===== config.mk =====
export PLATFORM = sky130hd
export DESIGN_NAME = servo_feedback_angle_estimator
export DESIGN_NICKNAME = d
export VERILOG_FILES = /design/src/rtl/sfae_pkg.sv /design/src/rtl/servo_feedback_angle_estimator.sv /design/src/rtl/sfae_front.sv /design/src/rtl/sfae_back.sv
export SDC_FILE = /design/constraint.sdc
export NUM_CORES = 2
export LEC_CHECK = 0
export BUFFER_PORTS_ARGS = -buffer_cell sky130_fd_sc_hd__buf_2
export CAP_MARGIN = 20
export CORE_MARGIN = 5
export CORE_UTILIZATION = 50
export CTS_CLUSTER_SIZE = 40
export DETAILED_ROUTE_END_ITERATION = 16
export PLACE_DENSITY = 0.77
export SLEW_MARGIN = 40
export SYNTH_ARGS = -nofsm -noshare
export SYNTH_HDL_FRONTEND = slang
export SYNTH_HIERARCHICAL = 1
export SYNTH_SLANG_ARGS = --single-unit

===== constraint.sdc =====
create_clock -name aclk -period 33.8 [get_ports aclk]
set_input_delay 6.76 -clock aclk [delete_from_list [all_inputs] [get_ports aclk]]
set_output_delay 6.76 -clock aclk [all_outputs]
set_load 0.02 [all_outputs]

===== src/rtl/sfae_pkg.sv =====
// ----------------------------------------------------------------------------
// sfae_pkg
// Types and constants shared by the servo feedback angle estimator modules.
// ----------------------------------------------------------------------------
package sfae_pkg;

    // Register indexes of the configuration port.
    localparam logic [3:0] CFG_ALPHA     = 4'd0;
    localparam logic [3:0] CFG_LEFT_MIN  = 4'd1;
    localparam logic [3:0] CFG_LEFT_MID  = 4'd2;
    localparam logic [3:0] CFG_LEFT_MAX  = 4'd3;
    localparam logic [3:0] CFG_RIGHT_MIN = 4'd4;
    localparam logic [3:0] CFG_RIGHT_MID = 4'd5;
    localparam logic [3:0] CFG_RIGHT_MAX = 4'd6;
    localparam logic [3:0] CFG_MAX_ANGLE = 4'd7;

    // Reset values of the registers.
    localparam logic [15:0] ALPHA_RESET     = 16'd20016;
    localparam logic [11:0] ADC_MIN_RESET   = 12'd0;
    localparam logic [11:0] ADC_MID_RESET   = 12'd2048;
    localparam logic [11:0] ADC_MAX_RESET   = 12'd4095;
    localparam logic [14:0] MAX_ANGLE_RESET = 15'd4000;

    // Angle saturation limit in centidegrees.
    localparam logic signed [35:0] ANGLE_LIMIT = 36'sd18000;

    // Divider widths: dividend and divisor.
    localparam int DVD_W = 34;
    localparam int DEN_W = 18;

    typedef struct packed {
        logic        servo_side;
        logic [11:0] adc_sample;
        logic        sample_missing;
    } in_t;

    typedef struct packed {
        logic               result_side;
        logic [15:0]        filtered_feedback;
        logic signed [15:0] servo_angle;
        logic               range_fault;
    } out_t;

    // Queue entry: the input item plus its classification.
    typedef struct packed {
        in_t  item;
        logic side_ok;
    } entry_t;

    // Calibration set, index 0 left, 1 right.
    typedef struct packed {
        logic [15:0]      alpha;
        logic [1:0][11:0] adc_min;
        logic [1:0][11:0] adc_mid;
        logic [1:0][11:0] adc_max;
        logic [14:0]      max_angle;
    } cfg_t;

endpackage


===== src/rtl/servo_feedback_angle_estimator.sv =====
// ----------------------------------------------------------------------------
// servo_feedback_angle_estimator
// Low-pass filter and two-segment calibration for servo feedback readings.
// ----------------------------------------------------------------------------
// Input items arrive on s_valid/s_ready/s_data, one feedback reading each,
// and every item yields exactly one result on m_valid/m_ready/m_data.
// Items pass a two-entry queue to a back end that handles one at a time.
// A valid reading passes the 34-step serial divider of the angle mapping
// on its way to the output register; a missing reading or a zero segment
// span skips the divider. The back end takes the next item from the queue
// only once the last result has entered the output register.
// Calibration registers are written on cfg_valid/cfg_ready with cfg_index
// and cfg_data; cfg_ready is always high, and writes must be made while
// idle; the block itself does not enforce this. Reset clears both filter
// states, the queue and the output valid flag and loads the calibration
// defaults. When the receiver stalls, the result holds in the output
// register, the back end waits, and the queue keeps accepting transfers
// until it is full.
// ----------------------------------------------------------------------------
module servo_feedback_angle_estimator
    import sfae_pkg::*;
#(
    parameter int SERVO_COUNT = 2
) (
    input  logic        aclk,
    input  logic        aresetn,
    input  logic        s_valid,
    output logic        s_ready,
    input  in_t         s_data,
    output logic        m_valid,
    input  logic        m_ready,
    output out_t        m_data,
    input  logic        cfg_valid,
    output logic        cfg_ready,
    input  logic [3:0]  cfg_index,
    input  logic [15:0] cfg_data
);

    cfg_t   cfg_reg;
    logic   q_valid, q_ready;
    entry_t q_data;

    assign cfg_ready = 1'b1;

    // Configuration registers.
    always_ff @(posedge aclk) begin
        if (!aresetn) begin
            cfg_reg.alpha      <= ALPHA_RESET;
            cfg_reg.adc_min[0] <= ADC_MIN_RESET;
            cfg_reg.adc_mid[0] <= ADC_MID_RESET;
            cfg_reg.adc_max[0] <= ADC_MAX_RESET;
            cfg_reg.adc_min[1] <= ADC_MIN_RESET;
            cfg_reg.adc_mid[1] <= ADC_MID_RESET;
            cfg_reg.adc_max[1] <= ADC_MAX_RESET;
            cfg_reg.max_angle  <= MAX_ANGLE_RESET;
        end else if (cfg_valid && cfg_ready) begin
            unique case (cfg_index)
                CFG_ALPHA:     cfg_reg.alpha      <= cfg_data;
                CFG_LEFT_MIN:  cfg_reg.adc_min[0] <= cfg_data[11:0];
                CFG_LEFT_MID:  cfg_reg.adc_mid[0] <= cfg_data[11:0];
                CFG_LEFT_MAX:  cfg_reg.adc_max[0] <= cfg_data[11:0];
                CFG_RIGHT_MIN: cfg_reg.adc_min[1] <= cfg_data[11:0];
                CFG_RIGHT_MID: cfg_reg.adc_mid[1] <= cfg_data[11:0];
                CFG_RIGHT_MAX: cfg_reg.adc_max[1] <= cfg_data[11:0];
                CFG_MAX_ANGLE: cfg_reg.max_angle  <= cfg_data[14:0];
                default: ;
            endcase
        end
    end

    sfae_front #(
        .SERVO_COUNT(SERVO_COUNT)
    ) u_front (
        .aclk    (aclk),
        .aresetn (aresetn),
        .s_valid (s_valid),
        .s_ready (s_ready),
        .s_data  (s_data),
        .q_valid (q_valid),
        .q_ready (q_ready),
        .q_data  (q_data)
    );

    sfae_back #(
        .SERVO_COUNT(SERVO_COUNT)
    ) u_back (
        .aclk    (aclk),
        .aresetn (aresetn),
        .cfg     (cfg_reg),
        .q_valid (q_valid),
        .q_ready (q_ready),
        .q_data  (q_data),
        .m_valid (m_valid),
        .m_ready (m_ready),
        .m_data  (m_data)
    );

endmodule


===== src/rtl/sfae_front.sv =====
// ----------------------------------------------------------------------------
// sfae_front
// Accepts input items, checks the servo index and holds them in a
// two-entry queue for the back end.
// ----------------------------------------------------------------------------
module sfae_front
    import sfae_pkg::*;
#(
    parameter int SERVO_COUNT = 2
) (
    input  logic   aclk,
    input  logic   aresetn,
    input  logic   s_valid,
    output logic   s_ready,
    input  in_t    s_data,
    output logic   q_valid,
    input  logic   q_ready,
    output entry_t q_data
);

    entry_t     mem_reg [2];
    logic       wr_ptr_reg, wr_ptr_next;
    logic       rd_ptr_reg, rd_ptr_next;
    logic [1:0] count_reg, count_next;
    logic       push, pop;
    entry_t     new_entry;

    // Classify the incoming item.
    always_comb begin
        new_entry.item    = s_data;
        new_entry.side_ok = ({31'd0, s_data.servo_side} < SERVO_COUNT);
    end

    assign s_ready = (count_reg != 2'd2);
    assign q_valid = (count_reg != 2'd0);
    assign q_data  = mem_reg[rd_ptr_reg];
    assign push    = s_valid && s_ready;
    assign pop     = q_valid && q_ready;

    // Queue pointers and fill count.
    always_comb begin
        wr_ptr_next = push ? ~wr_ptr_reg : wr_ptr_reg;
        rd_ptr_next = pop ? ~rd_ptr_reg : rd_ptr_reg;
        count_next  = count_reg + {1'b0, push} - {1'b0, pop};
    end

    always_ff @(posedge aclk) begin
        if (!aresetn) begin
            wr_ptr_reg <= 1'b0;
            rd_ptr_reg <= 1'b0;
            count_reg  <= 2'd0;
        end else begin
            wr_ptr_reg <= wr_ptr_next;
            rd_ptr_reg <= rd_ptr_next;
            count_reg  <= count_next;
        end
    end

    // Queue storage.
    always_ff @(posedge aclk) begin
        if (push) begin
            mem_reg[wr_ptr_reg] <= new_entry;
        end
    end

endmodule


===== src/rtl/sfae_back.sv =====
// ----------------------------------------------------------------------------
// sfae_back
// Updates the low-pass filter of one servo, maps a valid filtered value to
// an angle with a serial divider and holds the result in an output register.
// ----------------------------------------------------------------------------
module sfae_back
    import sfae_pkg::*;
#(
    parameter int SERVO_COUNT = 2
) (
    input  logic   aclk,
    input  logic   aresetn,
    input  cfg_t   cfg,
    input  logic   q_valid,
    output logic   q_ready,
    input  entry_t q_data,
    output logic   m_valid,
    input  logic   m_ready,
    output out_t   m_data
);

    localparam logic [2:0] ST_IDLE = 3'd0;
    localparam logic [2:0] ST_MUL  = 3'd1;
    localparam logic [2:0] ST_UPD  = 3'd2;
    localparam logic [2:0] ST_SEG  = 3'd3;
    localparam logic [2:0] ST_PREP = 3'd4;
    localparam logic [2:0] ST_DIV  = 3'd5;
    localparam logic [2:0] ST_FIN  = 3'd6;

    localparam int CNT_W = $clog2(DVD_W + 1);

    logic [2:0]               state_reg, state_next;
    entry_t                   it_reg;
    logic [27:0]              filt_reg [SERVO_COUNT];
    logic [27:0]              st_cur;
    logic signed [45:0]       prod_reg;
    logic [15:0]              fb_reg;
    logic                     zero_reg;
    logic                     fault_reg;
    logic                     base_reg;
    logic signed [33:0]       num_reg;
    logic signed [17:0]       span_reg;
    logic                     neg_reg;
    logic [DVD_W-1:0]         dvd_reg;
    logic [DEN_W-1:0]         den_reg;
    logic [DEN_W:0]           rem_reg;
    logic [CNT_W-1:0]         cnt_reg;
    logic                     out_valid_reg;
    out_t                     out_reg;

    logic signed [28:0]       diff;
    logic signed [45:0]       rnd;
    logic signed [30:0]       new_sum;
    logic [27:0]              st_new;
    logic [27:0]              st_use;
    logic [28:0]              fb_sum;
    logic [15:0]              fb_val;
    logic                     upd_en;
    logic [11:0]              mn, md, mx;
    logic [15:0]              mn16, md16, mx16;
    logic                     lower;
    logic signed [17:0]       seg_d, seg_span;
    logic [33:0]              un;
    logic [DEN_W-1:0]         ud;
    logic [DEN_W:0]           rem_sh;
    logic [DEN_W:0]           rem_sub;
    logic signed [35:0]       q_s, ang_s;
    logic signed [15:0]       ang_sat;
    logic                     out_free;

    assign out_free = !out_valid_reg || m_ready;
    assign q_ready  = (state_reg == ST_IDLE);
    assign m_valid  = out_valid_reg;
    assign m_data   = out_reg;

    // Filter state of the current servo.
    always_comb begin
        st_cur = 28'd0;
        for (int i = 0; i < SERVO_COUNT; i++) begin
            if ({31'd0, it_reg.item.servo_side} == i) begin
                st_cur = filt_reg[i];
            end
        end
    end

    // Filter step: error times gain, then rounded update.
    always_comb begin
        diff    = $signed({1'b0, it_reg.item.adc_sample, 16'd0}) - $signed({1'b0, st_cur});
        rnd     = prod_reg + 46'sd32768;
        new_sum = $signed({3'd0, st_cur}) + $signed(rnd[45:16]);
        st_new  = new_sum[30] ? 28'd0 : new_sum[27:0];
        upd_en  = it_reg.side_ok && !it_reg.item.sample_missing;
        st_use  = upd_en ? st_new : st_cur;
        fb_sum  = {1'b0, st_use} + 29'd2048;
        if (!it_reg.side_ok) begin
            fb_val = 16'd0;
        end else if (fb_sum[28]) begin
            fb_val = 16'hFFFF;
        end else begin
            fb_val = fb_sum[27:12];
        end
    end

    // Segment selection.
    always_comb begin
        mn       = cfg.adc_min[it_reg.item.servo_side];
        md       = cfg.adc_mid[it_reg.item.servo_side];
        mx       = cfg.adc_max[it_reg.item.servo_side];
        mn16     = {mn, 4'd0};
        md16     = {md, 4'd0};
        mx16     = {mx, 4'd0};
        lower    = ((fb_reg < md16) == (mn16 < mx16));
        if (lower) begin
            seg_d    = $signed({2'd0, fb_reg}) - $signed({2'd0, mn16});
            seg_span = $signed({2'd0, md16}) - $signed({2'd0, mn16});
        end else begin
            seg_d    = $signed({2'd0, fb_reg}) - $signed({2'd0, md16});
            seg_span = $signed({2'd0, mx16}) - $signed({2'd0, md16});
        end
    end

    // Divider operands and one restoring step.
    always_comb begin
        un      = num_reg[33] ? 34'(-num_reg) : 34'(num_reg);
        ud      = span_reg[17] ? 18'(-span_reg) : 18'(span_reg);
        rem_sh  = {rem_reg[DEN_W-1:0], dvd_reg[DVD_W-1]};
        rem_sub = rem_sh - {1'b0, den_reg};
    end

    // Final angle: sign, offset and saturation.
    always_comb begin
        q_s   = neg_reg ? -$signed({2'd0, dvd_reg}) : $signed({2'd0, dvd_reg});
        ang_s = base_reg ? q_s - $signed({21'd0, cfg.max_angle}) : q_s;
        if (zero_reg || fault_reg) begin
            ang_sat = 16'sd0;
        end else if (ang_s > ANGLE_LIMIT) begin
            ang_sat = 16'(ANGLE_LIMIT);
        end else if (ang_s < -ANGLE_LIMIT) begin
            ang_sat = 16'(-ANGLE_LIMIT);
        end else begin
            ang_sat = ang_s[15:0];
        end
    end

    // Sequencer.
    always_comb begin
        state_next = state_reg;
        unique case (state_reg)
            ST_IDLE: if (q_valid) state_next = ST_MUL;
            ST_MUL:  state_next = ST_UPD;
            ST_UPD:  state_next = upd_en ? ST_SEG : ST_FIN;
            ST_SEG:  state_next = (seg_span == 18'sd0) ? ST_FIN : ST_PREP;
            ST_PREP: state_next = ST_DIV;
            ST_DIV:  if (cnt_reg == CNT_W'(1)) state_next = ST_FIN;
            ST_FIN:  if (out_free) state_next = ST_IDLE;
            default: state_next = ST_IDLE;
        endcase
    end

    always_ff @(posedge aclk) begin
        if (!aresetn) begin
            state_reg <= ST_IDLE;
        end else begin
            state_reg <= state_next;
        end
    end

    // Filter state per servo.
    always_ff @(posedge aclk) begin
        if (!aresetn) begin
            for (int i = 0; i < SERVO_COUNT; i++) begin
                filt_reg[i] <= 28'd0;
            end
        end else if (state_reg == ST_UPD && upd_en) begin
            for (int i = 0; i < SERVO_COUNT; i++) begin
                if ({31'd0, it_reg.item.servo_side} == i) begin
                    filt_reg[i] <= st_new;
                end
            end
        end
    end

    // Datapath registers.
    always_ff @(posedge aclk) begin
        unique case (state_reg)
            ST_IDLE: begin
                it_reg    <= q_data;
                fault_reg <= 1'b0;
                zero_reg  <= 1'b1;
            end
            ST_MUL: begin
                prod_reg <= diff * $signed({1'b0, cfg.alpha});
            end
            ST_UPD: begin
                fb_reg   <= fb_val;
                zero_reg <= !upd_en;
            end
            ST_SEG: begin
                num_reg   <= seg_d * $signed({1'b0, cfg.max_angle});
                span_reg  <= seg_span;
                base_reg  <= lower;
                fault_reg <= (seg_span == 18'sd0);
            end
            ST_PREP: begin
                neg_reg <= num_reg[33] ^ span_reg[17];
                dvd_reg <= {un[DVD_W-2:0], 1'b0} + {{(DVD_W-DEN_W){1'b0}}, ud};
                den_reg <= {ud[DEN_W-2:0], 1'b0};
                rem_reg <= '0;
                cnt_reg <= CNT_W'(DVD_W);
            end
            ST_DIV: begin
                if (rem_sub[DEN_W]) begin
                    rem_reg <= rem_sh;
                    dvd_reg <= {dvd_reg[DVD_W-2:0], 1'b0};
                end else begin
                    rem_reg <= rem_sub;
                    dvd_reg <= {dvd_reg[DVD_W-2:0], 1'b1};
                end
                cnt_reg <= cnt_reg - CNT_W'(1);
            end
            ST_FIN: begin
                if (out_free) begin
                    out_reg.result_side       <= it_reg.item.servo_side;
                    out_reg.filtered_feedback <= fb_reg;
                    out_reg.servo_angle       <= ang_sat;
                    out_reg.range_fault       <= fault_reg;
                end
            end
            default: begin
                zero_reg <= 1'b1;
            end
        endcase
    end

    // Output register valid.
    always_ff @(posedge aclk) begin
        if (!aresetn) begin
            out_valid_reg <= 1'b0;
        end else if (state_reg == ST_FIN && out_free) begin
            out_valid_reg <= 1'b1;
        end else if (m_ready) begin
            out_valid_reg <= 1'b0;
        end
    end

endmodule


==> results by group <==
Status
  – Status: finished clean

Detailed routing
  – Drc violations: 0
  – DR vias: 39,500
  – First DRT Iteration DRCs: 2,951
  – Average routed wire per standard cell: 19.0 um
  – Mean number of vias per cell: 5.57
  – Antenna-violating nets left: 0
  – WL final: 135,000 um
  – Drt first pass iters: 5

Clock network
  – Max Root-Sink Buffers: 3
  – Clock transition at the registers of the reported paths: 0.06 ns
  – Clock root buffer: clkbuf_16
  – H-tree levels: 2
  – Clock sink total: 414
  – Post-CTS Setup Bufs: 0
  – Post-cts hold buffer count: 0
  – CTS Buf Count: 47
  – Clock Latency Late Sink: 0.62 ns
  – CTS tree: done
  – Number of gates resized after cts: 0

Place
  – DP HPWL: 106,000 um
  – Placed Cells: 6,992
  – Final GP Congestion: 0.954
  – Port bufs: 74

Synth
  – Synth Area in XOR/XNOR: 0.0532
  – Synth area leaders: fa_1 27%, edfxtp_1 17%, ha_1 8.2%
  – Avg Cell Area, Syn: 9.30 um^2
  – Area share of the largest cell type after synthesis: 0.272
  – Post-synthesis net count: 6,768
  – Synth Area in Compound Gates: 0.0861
  – Largest family of logic cells by synthesized area: adder cells
  – Post-Syn Area: 0.0527 mm^2
  – Most frequent cells after synthesis: 1,021 x inv_1, 715 x fa_1, 698 x nand2_1, 347 x ha_1
  – Ys async rst share: 0
  – Cell taking the most area after synthesis: fa_1
  – EDFF count, synth: 302
  – Dominant cell by count in the synthesized netlist: inv_1
  – Synthesized flop and latch total: 414
  – Mux cell area share after synthesis: 0.0412
  – Post-synthesis simple-gate area fraction: 0.161
  – Sequential share of the synthesized area: 0.215
  – Ys Warns: 6
  – Cell variety after synth: 102
  – Synthesized-area fraction occupied by adder cells: 0.354
  – Main synth FF type: edfxtp_1
  – Post-Syn Instances: 5,667

Floorplan
  – Die ar.: 0.112 mm^2
  – Die H: 335 um
  – Chip width: 335 um
  – Core ar.: 0.105 mm^2
  – Top Ports: 76
  – # rows: 119
  – Starting Density: 0.502

Worst setup path
  – RR Startpoint: u_back/it_reg[14]
  – Reg2reg end: u_back/num_reg[31]
  – Crit. End Element: flip-flop
  – CP Class: flip-flop to flip-flop
  – Crit-path max FO: 46
  – Slowest-stage cell, CP: buf_4
  – WP data arrival: 11.82 ns
  – Reg2Reg Setup Slack: 22.35 ns
  – Startpoint Class: flip-flop
  – CP required: 34.17 ns
  – CP peak stage delay: 0.69 ns
  – R2r worst-path depth: 41

STA
  – Relative slew margins: 0.363
  – Clock Skew: 0.0437 ns
  – Setup_tns: 0 ns
  – Final hold violations: 0
  – RSZ-0062 raised after global routing: no
  – Final hold slack: 0.461 ns
  – Setup violators final: 0
  – Fin. max-slew vios: 0
  – Final min period: 11.45 ns
  – Final worst path period share: 0.339
  – Worst-Margin Slew: 0.954 ns
  – Fmax: 87.4 MHz

Global route
  – First-pass GRT wire length: 217,000 um
  – Total global routing overflow: 0
  – Largest net degree at the start of global routing: 73
  – All-layer global routing usage: 0.241
  – Initial antenna violation count: 10
  – Vias in the first global route: 41,400

Hold path
  – HP Start: cfg_reg[65]
  – Hold/Removal Path Class: flip-flop to flip-flop
  – Hold Crit Endpoint: cfg_reg[65]
  – Hold depth: 2

Cells and area
  – Layout area overhead: 6.72%
  – Max reg flops: 103
  – Fin util: 0.536
  – Final Non-Filler Cells: 7,086
  – Nets: 6,751
  – Layout cells sized above 1: 0.0584

Flow run
  – Max-cap check violation count: 0
[placed cells by master (no fill, tap or decap), types with 65 or more instances in the layout]
cell	count
fa_1	714
nor3_1	70
nor2_1	253
xnor2_1	187
xor2_1	124
o21ai_0	132
mux2i_1	180
nand2_1	696
a21o_1	67
ha_1	347
buf_4	78
inv_1	1021
dfxtp_1	105
nor2b_1	79
edfxtp_1	302
buf_2	73
and2_1	300
a21oi_1	183
nand3_1	65
[through the flow]
step	setup slack, ns	area [um^2]
floorplan	21.64	52700
global placement	22.72	54600
CTS	22.28	56200
finish	22.35	56200
global route	21.52	56200
detailed placement	22.31	54600
[how the worst max path moves through the flow]
stage,from,to,cells past startpoint,slack [ns]
after floorplan,u_back/it_reg[14],u_back/num_reg[31],46,21.64
after global placement,u_back/it_reg[14],u_back/num_reg[31],41,22.72
after detailed placement,u_back/it_reg[14],u_back/num_reg[30],36,22.31
after CTS,u_back/it_reg[14],u_back/num_reg[30],36,22.28
after global routing,u_back/it_reg[14],u_back/num_reg[30],36,21.52
final,u_back/it_reg[14],u_back/num_reg[31],41,22.35
[per-layer routing]
| layer | vias to the layer above | track usage | part of all wire |
|---|---|---|---|
| met5 | - | 0 | 0.00020 |
| met4 | 4 | 0.100 | 0.045 |
| met3 | 335 | 0.0526 | 0.079 |
| met2 | 1486 | 0.408 | 0.48 |
| met1 | 19500 | 0.300 | 0.40 |
| li1 | 18200 | - | - |
[cells by family (layout without fill, tap and decap cells)]
family	count (synthesis)	count (layout)
flops	414	414
buf+inv	1240	1262
compound gates	690	690
xor+xnor	318	318
fa+ha+maj	1062	1062
other cells	3	9
mux	213	213
simple gates	1727	1727
[worst max-delay path, delay by kind of cell, from the launching register on]
kind	cells	cell delay, ns
AOI/OAI and AO/OA	12	3.08
xor gates and xnor gates	2	0.32
adders and majority gates	8	3.73
buffers and inverters	10	2.10
DFF	1	0.33
muxes	2	0.64
and+or+nand+nor	7	0.94
[cell type report]
cell class | count | area, um^2
Inverter | 1022 | 3840
Sequential cell | 414 | 11300
Antenna cell | 6 | 15.0
Multi-Input combinational cell | 4013 | 36800
Clock inverter | 33 | 329
Tap cell | 1391 | 1740
Clock buffer | 55 | 1230
Fill cell | 9128 | 48700
Timing Repair Buffer | 152 | 962
Power is left out: the tool's default activity adds up to more than one toggle a clock period on the data nets, which glitch-free logic cannot reach.
